File: src/rtl/rvalu_pkg.sv
package rvalu_pkg;

  // data and register file geometry
  localparam int unsigned XLEN      = 32;
  localparam int unsigned REG_COUNT = 32;
  localparam int unsigned REG_AW    = $clog2(REG_COUNT);

  // operation codes carried by the input word
  typedef enum logic [1:0] {
    OP_EXEC = 2'd0,
    OP_LOAD = 2'd1,
    OP_READ = 2'd2,
    OP_NONE = 2'd3
  } op_e;

  // funct3 codes of the register-register group
  localparam logic [2:0] F3_ADD  = 3'd0;
  localparam logic [2:0] F3_SLL  = 3'd1;
  localparam logic [2:0] F3_SLT  = 3'd2;
  localparam logic [2:0] F3_SLTU = 3'd3;
  localparam logic [2:0] F3_XOR  = 3'd4;
  localparam logic [2:0] F3_SR   = 3'd5;
  localparam logic [2:0] F3_OR   = 3'd6;
  localparam logic [2:0] F3_AND  = 3'd7;

  // funct7 codes
  localparam logic [6:0] F7_BASE = 7'd0;
  localparam logic [6:0] F7_ALT  = 7'd32;

  // commands from controller to datapath
  typedef struct packed {
    logic capture;  // latch the input word and issue register reads
    logic commit;   // compute, write back and load the result register
  } ctrl_cmd_t;

  // status from controller side
  typedef struct packed {
    logic out_free;  // result register empty or being emptied
  } ctrl_sts_t;

endpackage

File: src/rtl/rvalu_ram.sv
module rvalu_ram #(
  parameter int unsigned WIDTH = 32,
  parameter int unsigned DEPTH = 32
) (
  input  logic                     clk_i,
  input  logic                     we_i,
  input  logic [$clog2(DEPTH)-1:0] waddr_i,
  input  logic [WIDTH-1:0]         wdata_i,
  input  logic                     re_i,
  input  logic [$clog2(DEPTH)-1:0] raddr_a_i,
  input  logic [$clog2(DEPTH)-1:0] raddr_b_i,
  output logic [WIDTH-1:0]         rdata_a_o,
  output logic [WIDTH-1:0]         rdata_b_o
);

  logic [WIDTH-1:0] mem_q [DEPTH];

  // one write port
  always_ff @(posedge clk_i) begin
    if (we_i) begin
      mem_q[waddr_i] <= wdata_i;
    end
  end

  // two registered read ports, held while re_i is low
  always_ff @(posedge clk_i) begin
    if (re_i) begin
      rdata_a_o <= mem_q[raddr_a_i];
      rdata_b_o <= mem_q[raddr_b_i];
    end
  end

endmodule

File: src/rtl/rvalu_ctrl.sv
module rvalu_ctrl (
  input  logic                 clk_i,
  input  logic                 rst_ni,
  input  logic                 in_valid_i,
  output logic                 in_ready_o,
  output logic                 out_valid_o,
  input  logic                 out_ready_i,
  output rvalu_pkg::ctrl_cmd_t cmd_o,
  output rvalu_pkg::ctrl_sts_t sts_o
);
  import rvalu_pkg::*;

  localparam logic ST_IDLE = 1'b0;
  localparam logic ST_EXEC = 1'b1;

  logic state_q, state_d;
  logic out_valid_q, out_valid_d;
  logic accept;
  logic out_free;

  assign accept   = in_valid_i && (state_q == ST_IDLE);
  assign out_free = !out_valid_q || out_ready_i;

  // sequencer: idle -> exec (wait for free result register) -> idle
  always_comb begin
    state_d = state_q;
    unique case (state_q)
      ST_IDLE: begin
        if (accept) state_d = ST_EXEC;
      end
      ST_EXEC: begin
        if (out_free) state_d = ST_IDLE;
      end
      default: state_d = ST_IDLE;
    endcase
  end

  // result register occupancy
  always_comb begin
    out_valid_d = out_valid_q;
    if (out_valid_q && out_ready_i) out_valid_d = 1'b0;
    if (state_q == ST_EXEC && out_free) out_valid_d = 1'b1;
  end

  always_ff @(posedge clk_i or negedge rst_ni) begin
    if (!rst_ni) begin
      state_q     <= ST_IDLE;
      out_valid_q <= 1'b0;
    end else begin
      state_q     <= state_d;
      out_valid_q <= out_valid_d;
    end
  end

  assign in_ready_o     = (state_q == ST_IDLE);
  assign out_valid_o    = out_valid_q;
  assign cmd_o.capture  = accept;
  assign cmd_o.commit   = (state_q == ST_EXEC) && out_free;
  assign sts_o.out_free = out_free;

endmodule

File: src/rtl/rvalu_dpath.sv
module rvalu_dpath (
  input  logic                               clk_i,
  input  logic                               rst_ni,
  input  rvalu_pkg::ctrl_cmd_t               cmd_i,
  input  logic [1:0]                         operation_i,
  input  logic [rvalu_pkg::XLEN-1:0]         instruction_i,
  input  logic [rvalu_pkg::REG_AW-1:0]       reg_index_i,
  input  logic [rvalu_pkg::XLEN-1:0]         load_value_i,
  output logic [rvalu_pkg::REG_AW-1:0]       dest_index_o,
  output logic [rvalu_pkg::XLEN-1:0]         result_value_o,
  output logic                               wrote_o,
  output logic                               illegal_o
);
  import rvalu_pkg::*;

  // latched word
  op_e               op_q;
  logic [XLEN-1:0]   instr_q;
  logic [REG_AW-1:0] ridx_q;
  logic [XLEN-1:0]   lval_q;

  // register file valid bits, cleared at reset
  logic [REG_COUNT-1:0] valid_q;
  logic                 a_vld_q, b_vld_q;

  // read addresses and data
  logic [REG_AW-1:0] raddr_a, raddr_b;
  logic [XLEN-1:0]   ram_a, ram_b;
  logic [XLEN-1:0]   a, b;

  // decode
  logic [REG_AW-1:0] rd;
  logic [2:0]        f3;
  logic [6:0]        f7;
  logic [4:0]        sh;

  // results
  logic [XLEN-1:0]   alu;
  logic              alu_ok;
  logic [REG_AW-1:0] dest;
  logic [XLEN-1:0]   value;
  logic              do_write;
  logic              illegal;

  // register reads use rs1/rs2 for execute, reg_index otherwise
  always_comb begin
    if (op_e'(operation_i) == OP_EXEC) begin
      raddr_a = instruction_i[19:15];
      raddr_b = instruction_i[24:20];
    end else begin
      raddr_a = reg_index_i;
      raddr_b = reg_index_i;
    end
  end

  // latch the input word
  always_ff @(posedge clk_i) begin
    if (cmd_i.capture) begin
      op_q    <= op_e'(operation_i);
      instr_q <= instruction_i;
      ridx_q  <= reg_index_i;
      lval_q  <= load_value_i;
      a_vld_q <= valid_q[raddr_a];
      b_vld_q <= valid_q[raddr_b];
    end
  end

  rvalu_ram #(
    .WIDTH (XLEN),
    .DEPTH (REG_COUNT)
  ) u_regfile (
    .clk_i     (clk_i),
    .we_i      (do_write),
    .waddr_i   (dest),
    .wdata_i   (value),
    .re_i      (cmd_i.capture),
    .raddr_a_i (raddr_a),
    .raddr_b_i (raddr_b),
    .rdata_a_o (ram_a),
    .rdata_b_o (ram_b)
  );

  // never-written entries read as zero, x0 is never written
  assign a = a_vld_q ? ram_a : '0;
  assign b = b_vld_q ? ram_b : '0;

  assign rd = instr_q[11:7];
  assign f3 = instr_q[14:12];
  assign f7 = instr_q[31:25];
  assign sh = b[4:0];

  // alu
  always_comb begin
    alu    = '0;
    alu_ok = 1'b1;
    unique case (f3)
      F3_ADD: begin
        if (f7 == F7_BASE)     alu = a + b;
        else if (f7 == F7_ALT) alu = a - b;
        else                   alu_ok = 1'b0;
      end
      F3_SLL:  alu = a << sh;
      F3_SLT:  alu = {{(XLEN-1){1'b0}}, ($signed(a) < $signed(b))};
      F3_SLTU: alu = {{(XLEN-1){1'b0}}, (a < b)};
      F3_XOR:  alu = a ^ b;
      F3_SR:   alu = (f7 == F7_BASE) ? (a >> sh) : XLEN'($signed(a) >>> sh);
      F3_OR:   alu = a | b;
      F3_AND:  alu = a & b;
      default: alu = '0;
    endcase
  end

  // result selection and write enable
  always_comb begin
    dest    = '0;
    value   = '0;
    illegal = 1'b0;
    unique case (op_q)
      OP_EXEC: begin
        dest    = rd;
        value   = alu_ok ? alu : '0;
        illegal = !alu_ok;
      end
      OP_LOAD: begin
        dest  = ridx_q;
        value = lval_q;
      end
      OP_READ: begin
        dest  = ridx_q;
        value = a;
      end
      default: begin
        dest  = '0;
        value = '0;
      end
    endcase
    do_write = cmd_i.commit && (dest != '0) &&
               ((op_q == OP_EXEC && alu_ok) || op_q == OP_LOAD);
  end

  // valid bits
  always_ff @(posedge clk_i or negedge rst_ni) begin
    if (!rst_ni) begin
      valid_q <= '0;
    end else if (do_write) begin
      valid_q[dest] <= 1'b1;
    end
  end

  // result register
  always_ff @(posedge clk_i) begin
    if (cmd_i.commit) begin
      dest_index_o   <= dest;
      result_value_o <= value;
      wrote_o        <= do_write;
      illegal_o      <= illegal;
    end
  end

endmodule

File: src/rtl/rv32i_register_alu_execute.sv
// channel | valid      | ready       | word fields
// input   | in_valid_i | in_ready_o  | operation_i instruction_i reg_index_i load_value_i
// output  | out_valid_o| out_ready_i | dest_index_o result_value_o wrote_o illegal_o
//
// each word is first latched while the register file is read
// (registered read ports), then computed and written back into the result register.
// a new word is accepted only after the previous word has moved into the result register.
// rst_ni clears the controller and the register file valid bits; all registers read zero.
// a stalled output holds the word in execute until the result register frees.
module rv32i_register_alu_execute (
  input  logic                         clk_i,
  input  logic                         rst_ni,
  input  logic                         in_valid_i,
  output logic                         in_ready_o,
  input  logic [1:0]                   operation_i,
  input  logic [rvalu_pkg::XLEN-1:0]   instruction_i,
  input  logic [rvalu_pkg::REG_AW-1:0] reg_index_i,
  input  logic [rvalu_pkg::XLEN-1:0]   load_value_i,
  output logic                         out_valid_o,
  input  logic                         out_ready_i,
  output logic [rvalu_pkg::REG_AW-1:0] dest_index_o,
  output logic [rvalu_pkg::XLEN-1:0]   result_value_o,
  output logic                         wrote_o,
  output logic                         illegal_o
);
  import rvalu_pkg::*;

  ctrl_cmd_t cmd;
  ctrl_sts_t sts;

  // sequencer
  rvalu_ctrl u_ctrl (
    .clk_i       (clk_i),
    .rst_ni      (rst_ni),
    .in_valid_i  (in_valid_i),
    .in_ready_o  (in_ready_o),
    .out_valid_o (out_valid_o),
    .out_ready_i (out_ready_i),
    .cmd_o       (cmd),
    .sts_o       (sts)
  );

  // register file and alu
  rvalu_dpath u_dpath (
    .clk_i          (clk_i),
    .rst_ni         (rst_ni),
    .cmd_i          (cmd),
    .operation_i    (operation_i),
    .instruction_i  (instruction_i),
    .reg_index_i    (reg_index_i),
    .load_value_i   (load_value_i),
    .dest_index_o   (dest_index_o),
    .result_value_o (result_value_o),
    .wrote_o        (wrote_o),
    .illegal_o      (illegal_o)
  );

  // one word in flight: no accept right after an accept
  assert property (@(posedge clk_i) disable iff (!rst_ni)
    (in_valid_i && in_ready_o) |=> !in_ready_o)
    else $error("word accepted while previous word in execute");

  // commit only into a free result register
  assert property (@(posedge clk_i) disable iff (!rst_ni)
    cmd.commit |-> sts.out_free)
    else $error("commit into occupied result register");

  // x0 is never reported as written
  assert property (@(posedge clk_i) disable iff (!rst_ni)
    (out_valid_o && wrote_o) |-> (dest_index_o != '0))
    else $error("write reported for x0");

  // illegal words write nothing and report zero
  assert property (@(posedge clk_i) disable iff (!rst_ni)
    (out_valid_o && illegal_o) |-> (!wrote_o && result_value_o == '0))
    else $error("illegal word wrote or reported a value");

endmodule
File: config.mk
export PLATFORM = sky130hd
export DESIGN_NAME = rv32i_register_alu_execute
export DESIGN_NICKNAME = d
export VERILOG_FILES = /design/src/rtl/rvalu_pkg.sv /design/src/rtl/rvalu_ram.sv /design/src/rtl/rvalu_ctrl.sv /design/src/rtl/rvalu_dpath.sv /design/src/rtl/rv32i_register_alu_execute.sv
export SDC_FILE = /design/constraint.sdc
export NUM_CORES = 2
export LEC_CHECK = 0
export ABC_AREA = 0
export ABC_CLOCK_PERIOD_IN_PS = 7700
export BUFFER_PORTS_ARGS = -buffer_cell sky130_fd_sc_hd__buf_4
export CAP_MARGIN = 10
export CORE_MARGIN = 1.5
export CORE_UTILIZATION = 45
export DETAILED_ROUTE_END_ITERATION = 16
export GPL_TIMING_DRIVEN = 0
export PLACE_DENSITY = 0.64
export SLEW_MARGIN = 20
export SYNTH_ARGS = -nofsm -noshare
export SYNTH_HDL_FRONTEND = slang
export SYNTH_HIERARCHICAL = 1
export SYNTH_SLANG_ARGS = --single-unit
File: constraint.sdc
create_clock -name clk_i -period 7.7 [get_ports clk_i]
set_input_delay 0.77 -clock clk_i [delete_from_list [all_inputs] [get_ports clk_i]]
set_output_delay 0.77 -clock clk_i [all_outputs]
set_load 0.05 [all_outputs]
==> results.md <==
- First-pass GRT wire length: 361000 µm
- Post-Syn Nets: 5541
- DPL Wire Length: 199000 µm
- Gate power share: 0.224
- Die height: 384 µm
- Ys async rst share: 0.0279
- Post-Synth Simple-Gate Area: 0.0763
- Initial DRC count: 5931
- Worst path cell trace: clkbuf_1 > nand2_1 > clkbuf_1 > buf_1 > clkbuf_2 > ha_1 > nor2_1 > o211ai_1 > a32oi_2 > a31oi_1 > o21ai_4 > a311oi_1 > o21a_1 > o21a_1 > a2111oi_1 > o22ai_4 > buf_16
- Worst EP arrival: 8130 ps
- Worst slack, placed: -437 ps
- Vias in the first global route: 48200
- TritonCTS clock tree: built
- Part of the power in registers: 0.427
- Post-synthesis cell type count: 96
- PnR worst setup slack: 57.6 ps
- Sequential area share after synthesis: 0.557
- Xor and xnor fraction of the mapped netlist area: 0.00362
- Crit Path Max Fanout: 26
- Clock power share: 0.349
- Top_reg_cell synth: edfxtp_1
- Leakage: 28.2 nW
- Antenna Violating Nets Remaining: 0
- H-tree levels: 4
- Die area: 147000 µm²
- Fin area: 74800 µm²
- Slowest CP cell: a2111oi_1
- RSZ-0062 raised after global routing: false
- Combinational family with the most area after synthesis: multiplexers
- Placer Congestion: 1.06
- Most frequent cell after synthesis: edfxtp_1
- Status: finished with violations
- Sequential cell area: 36400 µm²
- Failing checks: design-rule violations
- TritonCTS Buffers: 136
- Slew at the pin with the worst max-slew slack: 1270 ps
- Area share of the largest cell type after synthesis: 0.544
- NetSw: 0.00570 W
- Clk_lat worst skew: 780 ps
- Root Buffer: clkbuf_16
- Slew Viols, Final: 0
- Routed wire per std cell: 34.1 µm
- Worst Skew: 46.9 ps
- Mean area per synthesized cell: 12.2 µm²
- Largest net degree at the start of global routing: 72
- Startpoint types: flop
- Area occupied by multi-input gates: 27000 µm²
- First drt pass iteration count: 14
- Area Overhead vs Synth: 14.7%
- Yosys Warn Count: 6
- Worst-path clk slew: 60 ps
- Max_slew headroom: 0.151
- Clock sink count: 1217
- CP endpoint kind: flop
- Yosys top cell by area: edfxtp_1
- Slowest stage delay, CP: 840 ps
- Crit Path Class: reg -> reg
- Critical Path RT: 8190 ps
- Number of max-cap violations: 0
- Die span in x: 384 µm
- Routed WL: 262000 µm
- Synth area leaders: edfxtp_1 54%, mux2i_1 16%, a21oi_1 3.0%
- #FFs+latches synth: 1217
- Net Sw Frac: 0.316
- Tcrit/Tclk final: 0.993
- CP delay by family, top: compound AO/OA/AOI/OAI gates
- Layout cells sized above 1: 0.121
- Post-DP Area: 70400 µm²
- Via count: 49500
- Initial antenna violation count: 9
- DRC Markers: 18
- Peak supply drop: 0.231 mV
- Vias/cell: 6.44
- Cell area after synthesis: 65300 µm²
- Filler cells: 12300
- Hold Vio Cnt, Final: 0
- Layout Nets: 5852
- HP Class: in -> reg
- WP buf/inv: 5
- Row cnt: 139
- Grt total ovfl: 0
- Min Tclk post-route: 7640 ps
- Power Internal: 0.0124 W
- Final count of negative-setup-slack endpoints: 0
- Synth Area in Compound Gates: 0.132
- Buffers on Ports: 108
- Synthesized-area fraction occupied by adder cells: 0.0200
- GRT Total Usage: 0.348
- Post-Syn Instances: 5363
- Synth top cells by count: 1183 x edfxtp_1, 1071 x mux2i_1, 440 x nand2_1, 389 x a21oi_1, 257 x nand3_1
- Mux contribution to synthesized area: 0.171
- Max Clk Rate: 0.131 GHz
- # IOs: 116
- Power per Cell Area: 241 nW/µm²
- EDFF count, synth: 1183
- Clk buf depth: 3
- Core area: 144000 µm²
- Initial core utilization: 0.454
==> state kept, by name, summed over array words and instances (netlist names) <==
signal	count
u_dpath/illegal_o	1
u_dpath/dest_index_o	5
u_ctrl/out_valid_o	1
u_dpath/wrote_o	1
u_dpath/ridx_q	5
u_dpath/u_regfile/rdata_a_o	32
u_dpath/valid_q	32
u_dpath/b_vld_q	1
u_dpath/op_q	2
u_dpath/u_regfile/mem_q	1024
u_dpath/result_value_o	32
u_dpath/instr_q	15
u_dpath/u_regfile/rdata_b_o	32
u_dpath/lval_q	32
u_ctrl/state_q	1
u_dpath/a_vld_q	1
==> layer usage <==
metal,global-route usage,vias up,share of wire
met1,0.431,24800,0.38
met5,0,-,0.00013
met2,0.569,2703,0.47
met4,0.205,6,0.068
li1,-,21300,-
met3,0.0647,654,0.083
==> through the flow <==
stage	hold slack (ps)	std cells	setup TNS, ps	utilization	total power, W
2_1_floorplan	448	5363	0	-	0.0100
3_3_place_gp	460	7374	-962550	0.476	0.0116
3_5_place_dp	468	7438	-12850	0.490	0.0117
4_1_cts	127	7683	0	0.520	0.0180
5_1_grt	131	7683	0	0.520	0.0185
6_report	164	7689	0	0.520	0.0181
==> cell families (layout without fill, tap and decap cells) <==
group                    Yosys count  in the layout
other                              0              6
AO/OA/AOI/OAI                   1303           1303
adder cells (fa/ha/maj)          103            103
XOR/XNOR                          27             27
flip-flops                      1217           1217
AND/OR/NAND/NOR                 1103           1103
buffers and inverters            514            931
multiplexers                    1096           1096
==> power by group through the flow <==
| stage | Clock (W) | Sequential (W) | Combinational (W) |
|---|---|---|---|
| floorplan | 0 | 0.00790 | 0.00215 |
| global placement | 0 | 0.00788 | 0.00374 |
| detailed placement | 0 | 0.00784 | 0.00391 |
| CTS | 0.00638 | 0.00771 | 0.00392 |
| global route | 0.00665 | 0.00772 | 0.00418 |
| finish | 0.00630 | 0.00771 | 0.00405 |
==> worst paths after layout <==
check                      slack (ps)                                  endpoint  cells after the start                       startpoint
max in group asynchronous        6860                  u_ctrl/state_q$_DFF_PN0_                      2                           rst_ni
setup / recovery                   60  u_dpath/u_regfile/mem_q[0][25]$_DFFE_PP_                     17        u_dpath/b_vld_q$_DFFE_PP_
hold / removal                    160              u_dpath/instr_q[9]$_DFFE_PP_                      1                 instruction_i[9]
setup reg to reg                   60  u_dpath/u_regfile/mem_q[0][25]$_DFFE_PP_                     17        u_dpath/b_vld_q$_DFFE_PP_
hold reg to reg                   480           u_dpath/valid_q[22]$_DFFE_PN0P_                      1  u_dpath/valid_q[22]$_DFFE_PN0P_
min in group asynchronous         490           u_dpath/valid_q[16]$_DFFE_PN0P_                      2                           rst_ni
==> layout make-up <==
cell class / count / area share
well taps: 1903 / 0.0318
repair buffers: 173 / 0.0285
clock inverters: 67 / 0.00888
flip-flops and latches: 1217 / 0.486
plain buffers: 407 / 0.0298
clock buffers: 177 / 0.0490
diodes: 6 / 0.000201
multi-input cells: 3632 / 0.360
inverters: 107 / 0.00537
==> cell usage in the layout (no fill, tap or decap), types with 24 or more instances in the layout <==
| cell type | count |
|---|---|
| inv_1 | 100 |
| and2_1 | 28 |
| buf_12 | 36 |
| a22oi_1 | 229 |
| buf_4 | 161 |
| mux2i_1 | 1071 |
| clkbuf_16 | 139 |
| a31oi_1 | 84 |
| o211ai_1 | 49 |
| buf_2 | 104 |
| and3_1 | 24 |
| nor2_1 | 147 |
| a21o_1 | 41 |
| nand3_1 | 257 |
| a21oi_1 | 386 |
| a22o_1 | 132 |
| nor3_1 | 85 |
| nor2_4 | 32 |
| dfrtp_1 | 34 |
| clkinv_1 | 34 |
| ha_1 | 101 |
| edfxtp_1 | 1183 |
| nand2_1 | 440 |
| clkbuf_1 | 206 |
| o21ai_0 | 164 |
| buf_6 | 51 |
==> timing repair <==
action,in CTS,in global routing
resized for setup,3,4
endpoints found under the setup margin,33,132
endpoints found under the hold margin,34,0
setup buffers,0,0
hold buffers,1,0
Power figures use the tool's default switching activity.
